`src/rtl/rcpc_pkg.sv`:
```
// Shared types and constants of the RC pulse capture block.
// No dependencies; imported by every module of the block.
`default_nettype none

package rcpc_pkg;

    localparam int TS_W           = 32;
    localparam int QUOT_W         = 16;
    localparam int WIDTH_W        = 12;
    localparam int STALE_W        = 4;
    localparam int CH_W           = 2;
    localparam int NUM_OUT_WIDTHS = 3;
    localparam int S_TDATA_W      = 40;
    localparam int M_TDATA_W      = 40;
    localparam int CFG_ADDR_W     = 1;

    // tuser codes
    localparam logic KIND_EDGE = 1'b0;
    localparam logic KIND_TICK = 1'b1;

    // configuration register indexes
    localparam logic [CFG_ADDR_W-1:0] REG_MIN_WIDTH = 1'b0;
    localparam logic [CFG_ADDR_W-1:0] REG_MAX_WIDTH = 1'b1;

    localparam logic [WIDTH_W-1:0] MIN_WIDTH_RST = 12'd800;
    localparam logic [WIDTH_W-1:0] MAX_WIDTH_RST = 12'd2200;

    // Sideband that travels with a transaction through the divider.
    typedef struct packed {
        logic            tick;
        logic            meas;
        logic [CH_W-1:0] ch;
    } rcpc_tag_t;

endpackage

`default_nettype wire

```
`src/rtl/rcpc_divc.sv`:
```
// Pipelined divide of a 32-bit cycle count by a constant, keeping 16 quotient bits.
// Depends on rcpc_pkg.
`default_nettype none

module rcpc_divc
    import rcpc_pkg::*;
#(
    parameter int CYCLES_PER_US = 72
)
(
    input  wire logic              clk,
    input  wire logic              rst_n,
    input  wire logic              in_valid,
    output logic                   in_ready,
    input  wire logic [TS_W-1:0]   in_diff,
    input  wire rcpc_tag_t         in_tag,
    output logic                   out_valid,
    input  wire logic              out_ready,
    output logic [QUOT_W-1:0]      out_quot,
    output rcpc_tag_t              out_tag
);

    // floor(2^32 / C): the estimate is the true quotient or one below it
    localparam logic [TS_W:0]   RECIP = (TS_W+1)'(64'h1_0000_0000 / 64'(CYCLES_PER_US));
    localparam logic [TS_W-1:0] CYC_W = TS_W'(CYCLES_PER_US);
    // the remainder of the estimate lies below 2*C
    localparam int              RW    = $clog2(2 * CYCLES_PER_US);
    localparam logic [RW-1:0]   CYC_R = RW'(CYCLES_PER_US);

    logic v1_reg, v2_reg, v3_reg, v4_reg;
    logic rdy1, rdy2, rdy3, rdy4;

    logic [TS_W-1:0]     d1_reg, d2_reg, d3_reg, d4_reg;
    rcpc_tag_t           tag1_reg, tag2_reg, tag3_reg, tag4_reg;
    logic [TS_W+16:0]    pp_hi_reg;
    logic [TS_W+15:0]    pp_lo_reg;
    logic [TS_W-1:0]     q3_reg, q4_reg;
    logic [TS_W-1:0]     prod4_reg;

    logic [TS_W+16:0]    pp_hi_next;
    logic [TS_W+15:0]    pp_lo_next;
    logic [2*TS_W:0]     sum_next;
    logic [TS_W-1:0]     q3_next;
    logic [TS_W-1:0]     prod4_next;
    logic [RW-1:0]       rem;

    assign rdy4     = !v4_reg || out_ready;
    assign rdy3     = !v3_reg || rdy4;
    assign rdy2     = !v2_reg || rdy3;
    assign rdy1     = !v1_reg || rdy2;
    assign in_ready = rdy1;

    assign pp_hi_next = (TS_W+17)'(d1_reg) * (TS_W+17)'(RECIP[TS_W:16]);
    assign pp_lo_next = (TS_W+16)'(d1_reg) * (TS_W+16)'(RECIP[15:0]);
    assign sum_next   = {pp_hi_reg, 16'b0} + (2*TS_W+1)'(pp_lo_reg);
    assign q3_next    = sum_next[2*TS_W-1:TS_W];
    assign prod4_next = q3_reg * CYC_W;

    // bump the estimate when the remainder still holds a whole divisor
    assign rem       = d4_reg[RW-1:0] - prod4_reg[RW-1:0];
    assign out_quot  = q4_reg[QUOT_W-1:0] + QUOT_W'(rem >= CYC_R);
    assign out_tag   = tag4_reg;
    assign out_valid = v4_reg;

    always_ff @(posedge clk or negedge rst_n)
    begin
        if (!rst_n)
        begin
            v1_reg <= 1'b0;
            v2_reg <= 1'b0;
            v3_reg <= 1'b0;
            v4_reg <= 1'b0;
        end
        else
        begin
            if (rdy1)
            begin
                v1_reg <= in_valid;
            end
            if (rdy2)
            begin
                v2_reg <= v1_reg;
            end
            if (rdy3)
            begin
                v3_reg <= v2_reg;
            end
            if (rdy4)
            begin
                v4_reg <= v3_reg;
            end
        end
    end

    always_ff @(posedge clk)
    begin
        if (rdy1)
        begin
            d1_reg   <= in_diff;
            tag1_reg <= in_tag;
        end
        if (rdy2)
        begin
            d2_reg    <= d1_reg;
            tag2_reg  <= tag1_reg;
            pp_hi_reg <= pp_hi_next;
            pp_lo_reg <= pp_lo_next;
        end
        if (rdy3)
        begin
            d3_reg   <= d2_reg;
            tag3_reg <= tag2_reg;
            q3_reg   <= q3_next;
        end
        if (rdy4)
        begin
            d4_reg    <= d3_reg;
            tag4_reg  <= tag3_reg;
            q4_reg    <= q3_reg;
            prod4_reg <= prod4_next;
        end
    end

endmodule

`default_nettype wire

```
`src/rtl/rc_pulse_capture_failsafe.sv`:
```
// Top level of the RC pulse capture block with link-loss failsafe.
// Depends on rcpc_pkg and rcpc_divc.
//
//   channel  direction  signals                     content
//   s        in         s_tvalid/s_tready/s_tdata   pin edge or tick, kind in s_tuser
//   m        out        m_tvalid/m_tready/m_tdata   three channel widths and active
//   cfg      in         cfg_we/cfg_addr/cfg_wdata   min_width, max_width
//
// One transaction per cycle in while s_tready is high, one result per transaction out.
// A result passes through four divider stages and the result register; the
// reciprocal multiply is split over two of the divider stages.
// rst_n clears rise times, widths, staleness counters and active; limits go to 800/2200.
// A stall on m holds the result register; earlier stages keep filling their free slots.
`default_nettype none

module rc_pulse_capture_failsafe
    import rcpc_pkg::*;
#(
    parameter int CYCLES_PER_US = 72,
    parameter int NUM_CHANNELS  = 3,
    parameter int STALE_LIMIT   = 15
)
(
    input  wire logic                  clk,
    input  wire logic                  rst_n,
    input  wire logic                  s_tvalid,
    output logic                       s_tready,
    input  wire logic [S_TDATA_W-1:0]  s_tdata,   // channel[1:0], level[2], timestamp[34:3]
    input  wire logic                  s_tuser,   // kind[0]
    output logic                       m_tvalid,
    input  wire logic                  m_tready,
    output logic [M_TDATA_W-1:0]       m_tdata,   // width_a[11:0], width_b[23:12],
                                                  // width_c[35:24], active[36]
    input  wire logic                  cfg_we,
    input  wire logic [CFG_ADDR_W-1:0] cfg_addr,
    input  wire logic [WIDTH_W-1:0]    cfg_wdata
);

    localparam int CH_IDX_W = (NUM_CHANNELS > 1) ? $clog2(NUM_CHANNELS) : 1;
    localparam logic [STALE_W-1:0] LIMIT = STALE_W'(STALE_LIMIT);

    logic [WIDTH_W-1:0] min_width_reg, max_width_reg;
    logic [TS_W-1:0]    rise_time_reg   [NUM_CHANNELS];
    logic [WIDTH_W-1:0] pulse_width_reg [NUM_CHANNELS];
    logic [STALE_W-1:0] stale_cnt_reg   [NUM_CHANNELS];
    logic               active_reg;
    logic               m_tvalid_reg;
    logic [M_TDATA_W-1:0] m_tdata_reg;

    logic [WIDTH_W-1:0] pulse_width_next [NUM_CHANNELS];
    logic [STALE_W-1:0] stale_cnt_next   [NUM_CHANNELS];
    logic               active_next;
    logic [WIDTH_W-1:0] width_out [NUM_OUT_WIDTHS];

    logic [CH_W-1:0]     in_ch;
    logic                in_lvl;
    logic [TS_W-1:0]     in_ts;
    logic                in_ch_ok;
    logic [CH_IDX_W-1:0] in_idx;
    logic [TS_W-1:0]     rise_sel;
    logic [TS_W-1:0]     diff;
    logic                s_acc;
    rcpc_tag_t           in_tag;

    logic                div_valid;
    logic                div_ready;
    logic [QUOT_W-1:0]   div_quot;
    rcpc_tag_t           div_tag;
    logic [CH_IDX_W-1:0] out_idx;
    logic                out_load;
    logic                any_stale;
    logic                w_ok;

    assign in_ch    = s_tdata[CH_W-1:0];
    assign in_lvl   = s_tdata[CH_W];
    assign in_ts    = s_tdata[CH_W+TS_W:CH_W+1];
    assign in_ch_ok = 32'(in_ch) < NUM_CHANNELS;
    assign in_idx   = CH_IDX_W'(in_ch);
    assign rise_sel = in_ch_ok ? rise_time_reg[in_idx] : '0;
    assign diff     = in_ts - rise_sel;
    assign s_acc    = s_tvalid && s_tready;

    assign in_tag.tick = (s_tuser == KIND_TICK);
    assign in_tag.meas = (s_tuser == KIND_EDGE) && !in_lvl && in_ch_ok;
    assign in_tag.ch   = in_ch;

    rcpc_divc #(
        .CYCLES_PER_US (CYCLES_PER_US)
    ) u_divc (
        .clk       (clk),
        .rst_n     (rst_n),
        .in_valid  (s_tvalid),
        .in_ready  (s_tready),
        .in_diff   (diff),
        .in_tag    (in_tag),
        .out_valid (div_valid),
        .out_ready (div_ready),
        .out_quot  (div_quot),
        .out_tag   (div_tag)
    );

    assign div_ready = !m_tvalid_reg || m_tready;
    assign out_load  = div_valid && div_ready;
    assign out_idx   = CH_IDX_W'(div_tag.ch);
    assign w_ok      = (div_quot > QUOT_W'(min_width_reg)) && (div_quot < QUOT_W'(max_width_reg));

    always_comb
    begin
        any_stale = 1'b0;
        for (int i = 0; i < NUM_CHANNELS; i++)
        begin
            if (stale_cnt_reg[i] >= LIMIT)
            begin
                any_stale = 1'b1;
            end
        end
    end

    always_comb
    begin
        pulse_width_next = pulse_width_reg;
        stale_cnt_next   = stale_cnt_reg;
        active_next      = active_reg;
        if (div_tag.tick)
        begin
            if (!any_stale)
            begin
                for (int i = 0; i < NUM_CHANNELS; i++)
                begin
                    stale_cnt_next[i] = stale_cnt_reg[i] + STALE_W'(1);
                end
                active_next = 1'b1;
            end
            else
            begin
                // failsafe: drop all widths, counters hold
                for (int i = 0; i < NUM_CHANNELS; i++)
                begin
                    pulse_width_next[i] = '0;
                end
                active_next = 1'b0;
            end
        end
        else if (div_tag.meas && w_ok)
        begin
            pulse_width_next[out_idx] = div_quot[WIDTH_W-1:0];
            stale_cnt_next[out_idx]   = '0;
        end
    end

    for (genvar j = 0; j < NUM_OUT_WIDTHS; j++)
    begin : g_out
        if (j < NUM_CHANNELS)
        begin : g_used
            assign width_out[j] = pulse_width_next[j];
        end
        else
        begin : g_none
            assign width_out[j] = '0;
        end
    end

    always_ff @(posedge clk or negedge rst_n)
    begin
        if (!rst_n)
        begin
            min_width_reg <= MIN_WIDTH_RST;
            max_width_reg <= MAX_WIDTH_RST;
        end
        else if (cfg_we)
        begin
            unique case (cfg_addr)
                REG_MIN_WIDTH: min_width_reg <= cfg_wdata;
                REG_MAX_WIDTH: max_width_reg <= cfg_wdata;
                default: ;
            endcase
        end
    end

    always_ff @(posedge clk or negedge rst_n)
    begin
        if (!rst_n)
        begin
            for (int i = 0; i < NUM_CHANNELS; i++)
            begin
                rise_time_reg[i] <= '0;
            end
        end
        else if (s_acc && (s_tuser == KIND_EDGE) && in_lvl && in_ch_ok)
        begin
            rise_time_reg[in_idx] <= in_ts;
        end
    end

    always_ff @(posedge clk or negedge rst_n)
    begin
        if (!rst_n)
        begin
            for (int i = 0; i < NUM_CHANNELS; i++)
            begin
                pulse_width_reg[i] <= '0;
                stale_cnt_reg[i]   <= '0;
            end
            active_reg   <= 1'b0;
            m_tvalid_reg <= 1'b0;
        end
        else
        begin
            if (out_load)
            begin
                pulse_width_reg <= pulse_width_next;
                stale_cnt_reg   <= stale_cnt_next;
                active_reg      <= active_next;
                m_tvalid_reg    <= 1'b1;
            end
            else if (m_tready)
            begin
                m_tvalid_reg <= 1'b0;
            end
        end
    end

    always_ff @(posedge clk)
    begin
        if (out_load)
        begin
            m_tdata_reg <= {(M_TDATA_W-3*WIDTH_W-1)'(0), active_next,
                            width_out[2], width_out[1], width_out[0]};
        end
    end

    assign m_tvalid = m_tvalid_reg;
    assign m_tdata  = m_tdata_reg;

endmodule

`default_nettype wire

```
`config.mk`:
```
export PLATFORM = sky130hd
export DESIGN_NAME = rc_pulse_capture_failsafe
export DESIGN_NICKNAME = d
export VERILOG_FILES = /design/src/rtl/rcpc_pkg.sv /design/src/rtl/rcpc_divc.sv /design/src/rtl/rc_pulse_capture_failsafe.sv
export SDC_FILE = /design/constraint.sdc
export NUM_CORES = 1
export LEC_CHECK = 0
export ABC_AREA = 1
export BUFFER_PORTS_ARGS = -buffer_cell sky130_fd_sc_hd__buf_2
export CORE_MARGIN = 4
export CORE_UTILIZATION = 50
export DETAILED_ROUTE_END_ITERATION = 6
export GPL_ROUTABILITY_DRIVEN = 0
export HOLD_SLACK_MARGIN = 0.08
export PLACE_DENSITY = 0.75
export SYNTH_ARGS = -nofsm -noshare
export SYNTH_HDL_FRONTEND = slang
export SYNTH_SLANG_ARGS = --single-unit
```
`constraint.sdc`:
```
create_clock -name clk -period 6.1 [get_ports clk]
set_input_delay 1.83 -clock clk [delete_from_list [all_inputs] [get_ports clk]]
set_output_delay 1.83 -clock clk [all_outputs]
set_load 0.01 [all_outputs]
```
Word-level counts from Yosys, hierarchy flattened
Index checks and enable logic that the tools add are counted.
Operators by class
  add/subtract/negate cells: 7
  $mul: 3
  magnitude comparators: 11
  equality and inequality tests: 1
  muxes and demuxes: 25
  bitwise logic cells: 6
  reductions and logical operators: 27
Operator list (count)
  $mux 32: 4
  $mux 36: 3
  $bwmux 96: 1
  $bmux 32 s2: 1
  $demux 32 s2: 1
  $add 58x46->59: 1
  $mux 12: 4
  $mul 32x14->46 const B: 1
  $mul 32x9->41 const B: 1
  $bwmux 36: 1
  $sub 32x32->32: 1
  $mul 27x4->5 const B: 1
  $demux 12 s2: 1
  $add 16x1->16: 1
  $gt 16x12->1: 1
  $lt 16x12->1: 1
  $add 4x1->4 const B: 3
  $and 12x12->12: 1
  $ge 4x4->1 const B: 3
  $not 12->12: 1
  $logic_and 1x1->1: 11
  $demux 4 s2: 1
  $ge 8x7->1 const B: 1
  $sub 8x8->8: 1
  13 further kinds: 34
Storage, ports and cells
  register bits after elaboration: 418
  input bits: 59
  output and inout bits: 42
  word-level logic and storage cells: 119

Logic depth before layout (Yosys ltp)
Gate-level depths: netlist of run 1.
  depth after elaboration: 10
  gate-level depth with buffers: 32
  gate-level depth less buffers: 31

By module
From an unflattened synthesis of run 1, not the netlist that was laid out.
Unflattened totals
  cells, all modules: 3911
  area total of the unflattened synthesis: 30387.9 µm²
Modules (own cells, without submodules)
  rcpc_divc: times used 1, cells each 2240, area each 17834.6 µm²
  rc_pulse_capture_failsafe: times used 1, cells each 1671, area each 12553.3 µm²

Worst setup path before layout of run 1
OpenSTA, ideal clock, no wires.
  path kind: input -> output
  start: input port m_tready
  end: output port s_tready
  arrival: 4.241 ns
  required time: 4.270 ns
  slack: 0.029 ns
  stages on the path: 8
  path buffers: 0
  cells stage by stage: nor2_1 inv_1 nor2_1 inv_1 nor2_1 inv_1 nor2_1 nand2_1
Between the ends
  word-level cells in the longest chain between the ends: 5
Ends and longest elaborated chain
  from (decl): RTL line rc_pulse_capture_failsafe.sv:31  | input wire logic m_tready,
  $logic_or 1x1->1: RTL line rc_pulse_capture_failsafe.sv:102  | assign div_ready = !m_tvalid_reg || m_tready;
  $logic_or 1x1->1: RTL line rcpc_divc.sv:47  | assign rdy4 = !v4_reg || out_ready;
  net u_divc.rdy4: RTL line rcpc_divc.sv:31  | logic rdy1, rdy2, rdy3, rdy4;
  $logic_or 1x1->1: RTL line rcpc_divc.sv:48  | assign rdy3 = !v3_reg || rdy4;
  net u_divc.rdy3: RTL line rcpc_divc.sv:31
  $logic_or 1x1->1: RTL line rcpc_divc.sv:49  | assign rdy2 = !v2_reg || rdy3;
  $logic_or 1x1->1: RTL line rcpc_divc.sv:50  | assign rdy1 = !v1_reg || rdy2;
  to (decl): RTL line rc_pulse_capture_failsafe.sv:27  | output logic s_tready,
The timed path passes the listed nets, and every way through them passes these cells.

Worst setup path after layout of run 1
  start: register u_divc.d1_reg[7]
  end: register u_divc.pp_lo_reg[34] (data pin)
Between the ends
  word-level cells in the longest chain between the ends: 1
Ends and longest elaborated chain
  from (decl): RTL line rcpc_divc.sv:33  | logic [TS_W-1:0] d1_reg, d2_reg, d3_reg, d4_reg;
  from (signal assigned): RTL line rcpc_divc.sv:99  | d1_reg <= in_diff;
  $mul 32x14->46: RTL line rcpc_divc.sv:54  | assign pp_lo_next = (TS_W+16)'(d1_reg) * (TS_W+16)'(RECIP[15:0]);
  net u_divc.pp_lo_next[34]: RTL line rcpc_divc.sv:41  | logic [TS_W+15:0] pp_lo_next;
  to (signal assigned): RTL line rcpc_divc.sv:107  | pp_lo_reg <= pp_lo_next;
  to (decl): RTL line rcpc_divc.sv:36  | logic [TS_W+15:0] pp_lo_reg;
The timed path passes the listed nets, and every way through them passes these cells.
A chain may end at the register's enable or synchronous reset.

==> metrics.yaml, run 1 <==
cts-root-buf: "clkbuf_16"
die_h_um: 244
max_stage_delay_ns: 0.61
netlist_top_cells_area: "edfxtp_1, dfrtp_1, ha_1"
largest_reg_flops: 96
placed_area_um2: 29400
antennaDiodeCount: 0
synth_fa_ha_area_share_pct: 23.6
first_pass_iters: 7
fin_nets: 3825
drt-wirelength-per-cell_um: 16.0
synth.largest_area_cell: "edfxtp_1"
critPathMostFrequentCell: "fa_1"
yosys_most_used_dff: "edfxtp_1"
die_w_um: 244
crit_fanout: 5
cts.sinks: 368
stdcell_area_um2: 30800
clk_pin_slew_ns: 0.06
final_core_util_pct: 55.8
synth_top_family_by_area: "adder cells"
final_antenna_net_count: 0
grt_overflow: 0
crit_path_end_kind: "flop"
clk_path_buf_depth: 3
area_growth_syn_to_layout_pct: 10.3
core_area_um2: 55200
path_class: "flop to flop"
cp_top_family: "adder cells"
drcViolationCount: 0
status: "completed"
clock_skew_ns: 0.0328
synth_area_um2: 27900
ys_warn_count: 0
vias: 21800
via_per_inst: 5.29
drive_gt1_share_pct: 6.86
synth_edf_count: 194
path_cells: "buf_4, fa_1, ha_1, inv_1, fa_1, inv_1, fa_1, fa_1, inv_1, fa_1, inv_1, ha_1, a21oi_1, nor2_1, nor2_1, nor2_1, a211oi_1, nand2_1, nand2_1, nand2_1, xor2_1"
cap_violations: 0
yosysMostFrequentCell: "nand2_1"
numCtsBuffers: 41
drtIter0Drc: 1488
yosys-mux-area-fraction_pct: 0
finalCritPeriodShare_pct: 95.1
cts_max_level: 2
worst_pin_slew_ns: 1.10
antenna_found_initial: 0
synth-xor-area-share_pct: 3.67
io_pins: 101
clkLatencyLatePin_ns: 0.58
grt_pass1_vias: 22000
ys_seq_area_share_pct: 36.5
grtUsageTotal_pct: 22.1
hold_violations: 0
post_synth_num_cell_types: 50
cp-start-kind: "flop"
path_buf_inv: 5
drv_slew: 0
rows: 86
netlist_instances: 3216
cts_tree: "built"
portBuffers: 92
yosys.area.top_type_share_pct: 20.9
synth_compound_area_share_pct: 11.1
grt_max_degree: 85
cts_hold_buf: 0
fmax_ghz: 0.172
synthArstFlopShare_pct: 47.3
routed_wl_um: 65700
critPathSlowestCell: "fa_1"
required_ns: 6.41
die-area_um2: 59700
start_util_pct: 50.6
setup_viol: 0
relSlewSlack_pct: 26.5
worst_hold_path_type: "flop to flop"
synth_simple_gate_area_share_pct: 16.4
worstPathArrival_ns: 6.12
min_period_ns: 5.80
dpl.hpwl_um: 51800
ys_seq_elements: 368
synth_common_cells: "nand2_1, inv_1, ha_1, o21ai_0, edfxtp_1"
avgSynthCellArea_um2: 8.69
grt_pass1_wl_um: 108000
layer usage:
layer  GRT usage [%]  share of wire, %  vias to the layer above
met5               0                 0                        -
met4            8.39               3.7                        0
met3            3.00               5.1                      161
met2            38.9                49                      619
met1            27.9                42                    10300
li1                -                 -                    10700
area by class of cell:
class / count / area [µm²]
Tap cell: 748 / 936
Fill cell: 4899 / 24400
Clock buffer: 53 / 1110
Sequential cell: 368 / 10200
Multi-Input combinational cell: 2216 / 15300
Inverter: 574 / 2150
Clock inverter: 22 / 302
Timing Repair Buffer: 132 / 779
worst reg2reg max path: stages, from the launching register on:
cell	delay [ns]
edfxtp_1	0.52
buf_4	0.20
fa_1	0.44
ha_1	0.33
inv_1	0.07
fa_1	0.61
inv_1	0.08
fa_1	0.52
fa_1	0.55
inv_1	0.06
fa_1	0.53
inv_1	0.05
ha_1	0.37
a21oi_1	0.25
nor2_1	0.06
nor2_1	0.19
nor2_1	0.06
a211oi_1	0.17
nand2_1	0.17
nand2_1	0.10
nand2_1	0.06
xor2_1	0.14
final timing paths:
kind / start / to / slack [ns] / cells past startpoint
max: u_divc.d1_reg[7]$_DFFE_PN_ / u_divc.pp_lo_reg[34]$_DFFE_PP_ / 0.30 / 21
min: u_divc.tag3_reg[1]$_DFFE_PP_ / u_divc.out_tag[1]$_DFFE_PP_ / 0.41 / 0
max reg2reg: u_divc.d1_reg[7]$_DFFE_PN_ / u_divc.pp_lo_reg[34]$_DFFE_PP_ / 0.30 / 21
min reg2reg: u_divc.tag3_reg[1]$_DFFE_PP_ / u_divc.out_tag[1]$_DFFE_PP_ / 0.41 / 0
max in group asynchronous: rst_n / rise_time_reg[4]$_DFFE_PN0P_ / 3.78 / 2
min in group asynchronous: rst_n / max_width_reg[2]$_DFFE_PN0P_ / 1.29 / 1
repair_timing:
item,4_1_cts,5_1_grt
buffers inserted,0,5
setup endpoints to repair,0,12
resized for setup,0,4
hold endpoints to repair,0,0
cell families (layout without fill, tap and decap cells):
family	Yosys count	after routing
adders and majority gates	433	433
and+or+nand+nor	1121	1121
AOI/OAI and AO/OA	542	542
buffers and inverters	634	781
xor gates and xnor gates	117	117
other	1	3
DFF	368	368
per-stage QoR:
step | hold slack [ns] | TNS [ns] | std cells | worst slack, ns
global placement | 0.400 | 0 | 4033 | 0.296
CTS | 0.416 | 0 | 4108 | 0.157
global route | 0.418 | -0.0213 | 4113 | -0.0109
detailed placement | 0.405 | 0 | 4033 | 0.156
floorplan | 0.400 | 0 | 3218 | 0.0295
finish | 0.407 | 0 | 4113 | 0.298
placed cells by master, fill, tap and decap left out, drive strengths merged, types with 79 or more instances in the layout:
master	Yosys	layout
xor2	79	79
nand3	163	163
fa	158	158
buf	24	132
nor2	180	180
inv	571	573
o21ai	220	220
a21oi	186	186
edfxtp	194	194
ha	275	275
nand2	710	710
dfrtp	167	167
Power of run 1 is not shown: default switching activity piles up to over one toggle a cycle in this logic, so the estimate is an artifact.
==> run 2, diff against run 1 <==
Settings changed: CTS_BUF_LIST from default to sky130_fd_sc_hd__clkbuf_4 sky130_fd_sc_hd__clkbuf_8.
==> metrics.yaml, run 2 (synthesis results as in run 1) <==
max_stage_delay_ns: 0.61  # about the same
clk_path_buf_depth: 3  # unchanged
status: "completed"
die-area_um2: 59700  # unchanged
required_ns: 6.53  # +0.12 ns
die_w_um: 244  # unchanged
path_cells: "buf_4, fa_1, ha_1, inv_1, fa_1, inv_1, fa_1, fa_1, inv_1, fa_1, inv_1, ha_1, a21oi_1, nor2_1, nor2_1, nor2_1, a211oi_1, nand2_1, nand2_1, nand2_1, xor2_1"
top_usage_layer: "met2"
largest_reg_flops: 96  # unchanged
mostFrequentLayoutCell: "nand2_1"
final_cell_mix: "nand2_1, inv_1, ha_1"
worstPathArrival_ns: 6.23  # +0.11 ns
dpl.hpwl_um: 51800  # unchanged
critPathSlowestCell: "fa_1"
drcViolationCount: 0  # unchanged
io_pins: 101  # unchanged
finalWorstSetupSlack_ns: 0.294  # -0.00451 ns
grt_overflow: 0  # unchanged
cp-start-kind: "flop"
clock_skew_ns: 0.0531  # +0.0203 ns
die_h_um: 244  # unchanged
path_class: "flop to flop"
crit_path_end_kind: "flop"
setup_viol: 0  # unchanged
area_growth_syn_to_layout_pct: 9.99
numCtsBuffers: 60  # +46%
hold_violations: 0  # unchanged
antenna_found_initial: 1  # +1
cts_tree: "built"
cap_violations: 0  # unchanged
drtIter0Drc: 1457  # -2.1%
stdcell_area_um2: 30700  # -0.31%
crit_fanout: 5  # unchanged
use_met2_pct: 38.6  # -0.22 points
vias: 21800  # +0.014%
drive_gt1_share_pct: 8.06  # +1.2 points
grt_pass1_wl_um: 108000  # -0.60%
placed_area_um2: 29400  # unchanged
relSlewSlack_pct: 25.5  # -1.0 points
grtUsageTotal_pct: 22.0  # -0.15 points
worst_pin_slew_ns: 1.11  # +0.0150 ns
core_area_um2: 55200  # unchanged
fin_nets: 3844  # +0.50%
drt-wirelength-per-cell_um: 15.6  # -2.2%
grt_setup_unrepaired: "false"
worst_hold_path_type: "flop to flop"
fmax_ghz: 0.172  # about the same
final_antenna_net_count: 0  # unchanged
grt_pass1_vias: 22000  # +0.13%
cts.sinks: 368  # unchanged
cts_hold_buf: 0  # unchanged
use_met1_pct: 27.6  # -0.36 points
routed_wl_um: 64900  # -1.3%
clk_pin_slew_ns: 0.06  # about the same
cts-root-buf: "clkbuf_8"
grtUsageMet3_pct: 3.20  # +0.20 points
critPathMostFrequentCell: "fa_1"
via_per_inst: 5.25  # -0.90%
cts_max_level: 2  # unchanged
grt_max_degree: 85  # unchanged
rows: 86  # unchanged
finalCritPeriodShare_pct: 95.2  # about the same
portBuffers: 92  # unchanged
clkLatencyLatePin_ns: 0.69  # +0.11 ns
start_util_pct: 50.6  # unchanged
dpl_worst_slack_ns: 0.156  # unchanged
min_period_ns: 5.81  # +0.00451 ns
setup_tns_ns: 0  # unchanged
first_pass_iters: 6  # -1
drv_slew: 0  # unchanged
run 2: critical path: cells and delay by family (launching register included):
kind	cells	cell delay (ns)
adders and majority gates	7	3.37
and+or+nand+nor	6	0.66
DFF	1	0.53
buffers and inverters	5	0.47
AOI/OAI and AO/OA	2	0.42
xor gates and xnor gates	1	0.14
run 2: final timing paths:
| kind | depth (start not counted) | startpoint | end | slack, ns |
|---|---|---|---|---|
| setup / recovery | 21 | u_divc.d1_reg[7]$_DFFE_PN_ | u_divc.pp_lo_reg[34]$_DFFE_PP_ | 0.29 |
| hold / removal | 0 | u_divc.tag3_reg[1]$_DFFE_PP_ | u_divc.out_tag[1]$_DFFE_PP_ | 0.39 |
| setup reg to reg | 21 | u_divc.d1_reg[7]$_DFFE_PN_ | u_divc.pp_lo_reg[34]$_DFFE_PP_ | 0.29 |
| hold reg to reg | 0 | u_divc.tag3_reg[1]$_DFFE_PP_ | u_divc.out_tag[1]$_DFFE_PP_ | 0.39 |
| max in group asynchronous | 2 | rst_n | rise_time_reg[34]$_DFFE_PN0P_ | 3.87 |
| min in group asynchronous | 1 | rst_n | max_width_reg[2]$_DFFE_PN0P_ | 1.19 |
run 2: area by class of cell:
cell class,count,area (µm²)
diodes,2,5.00
clock buffers,89,1090
clock inverters,22,224
fillers,4983,24500
inverters,574,2150
multi-input cells,2216,15300
flip-flops and latches,368,10200
well taps,748,936
repair buffers,132,779
run 2: timing repair:
item,CTS,global route
buffers inserted,0,5
setup endpoints to repair,0,11
gates resized for setup,0,4
run 2: stage by stage:
stage          cells  hold slack [ns]  utilization (%)
3_3_place_gp    4033            0.400             53.2
3_5_place_dp    4033            0.405             53.2
6_report        4151            0.392             55.7
2_1_floorplan   3218            0.400                -
4_1_cts         4144            0.376             55.6
5_1_grt         4151            0.385             55.7
run 2: layer usage:
layer  part of all wire [%]  wire [µm]  vias to the layer above
li1                       -          -                    10700
met1                     42      27300                    10300
met2                     49      31900                      598
met3                    4.9       3160                      172
met4                    3.8       2500                        0
met5                      0          0                        -
Power of run 2 is left out for the same reason.
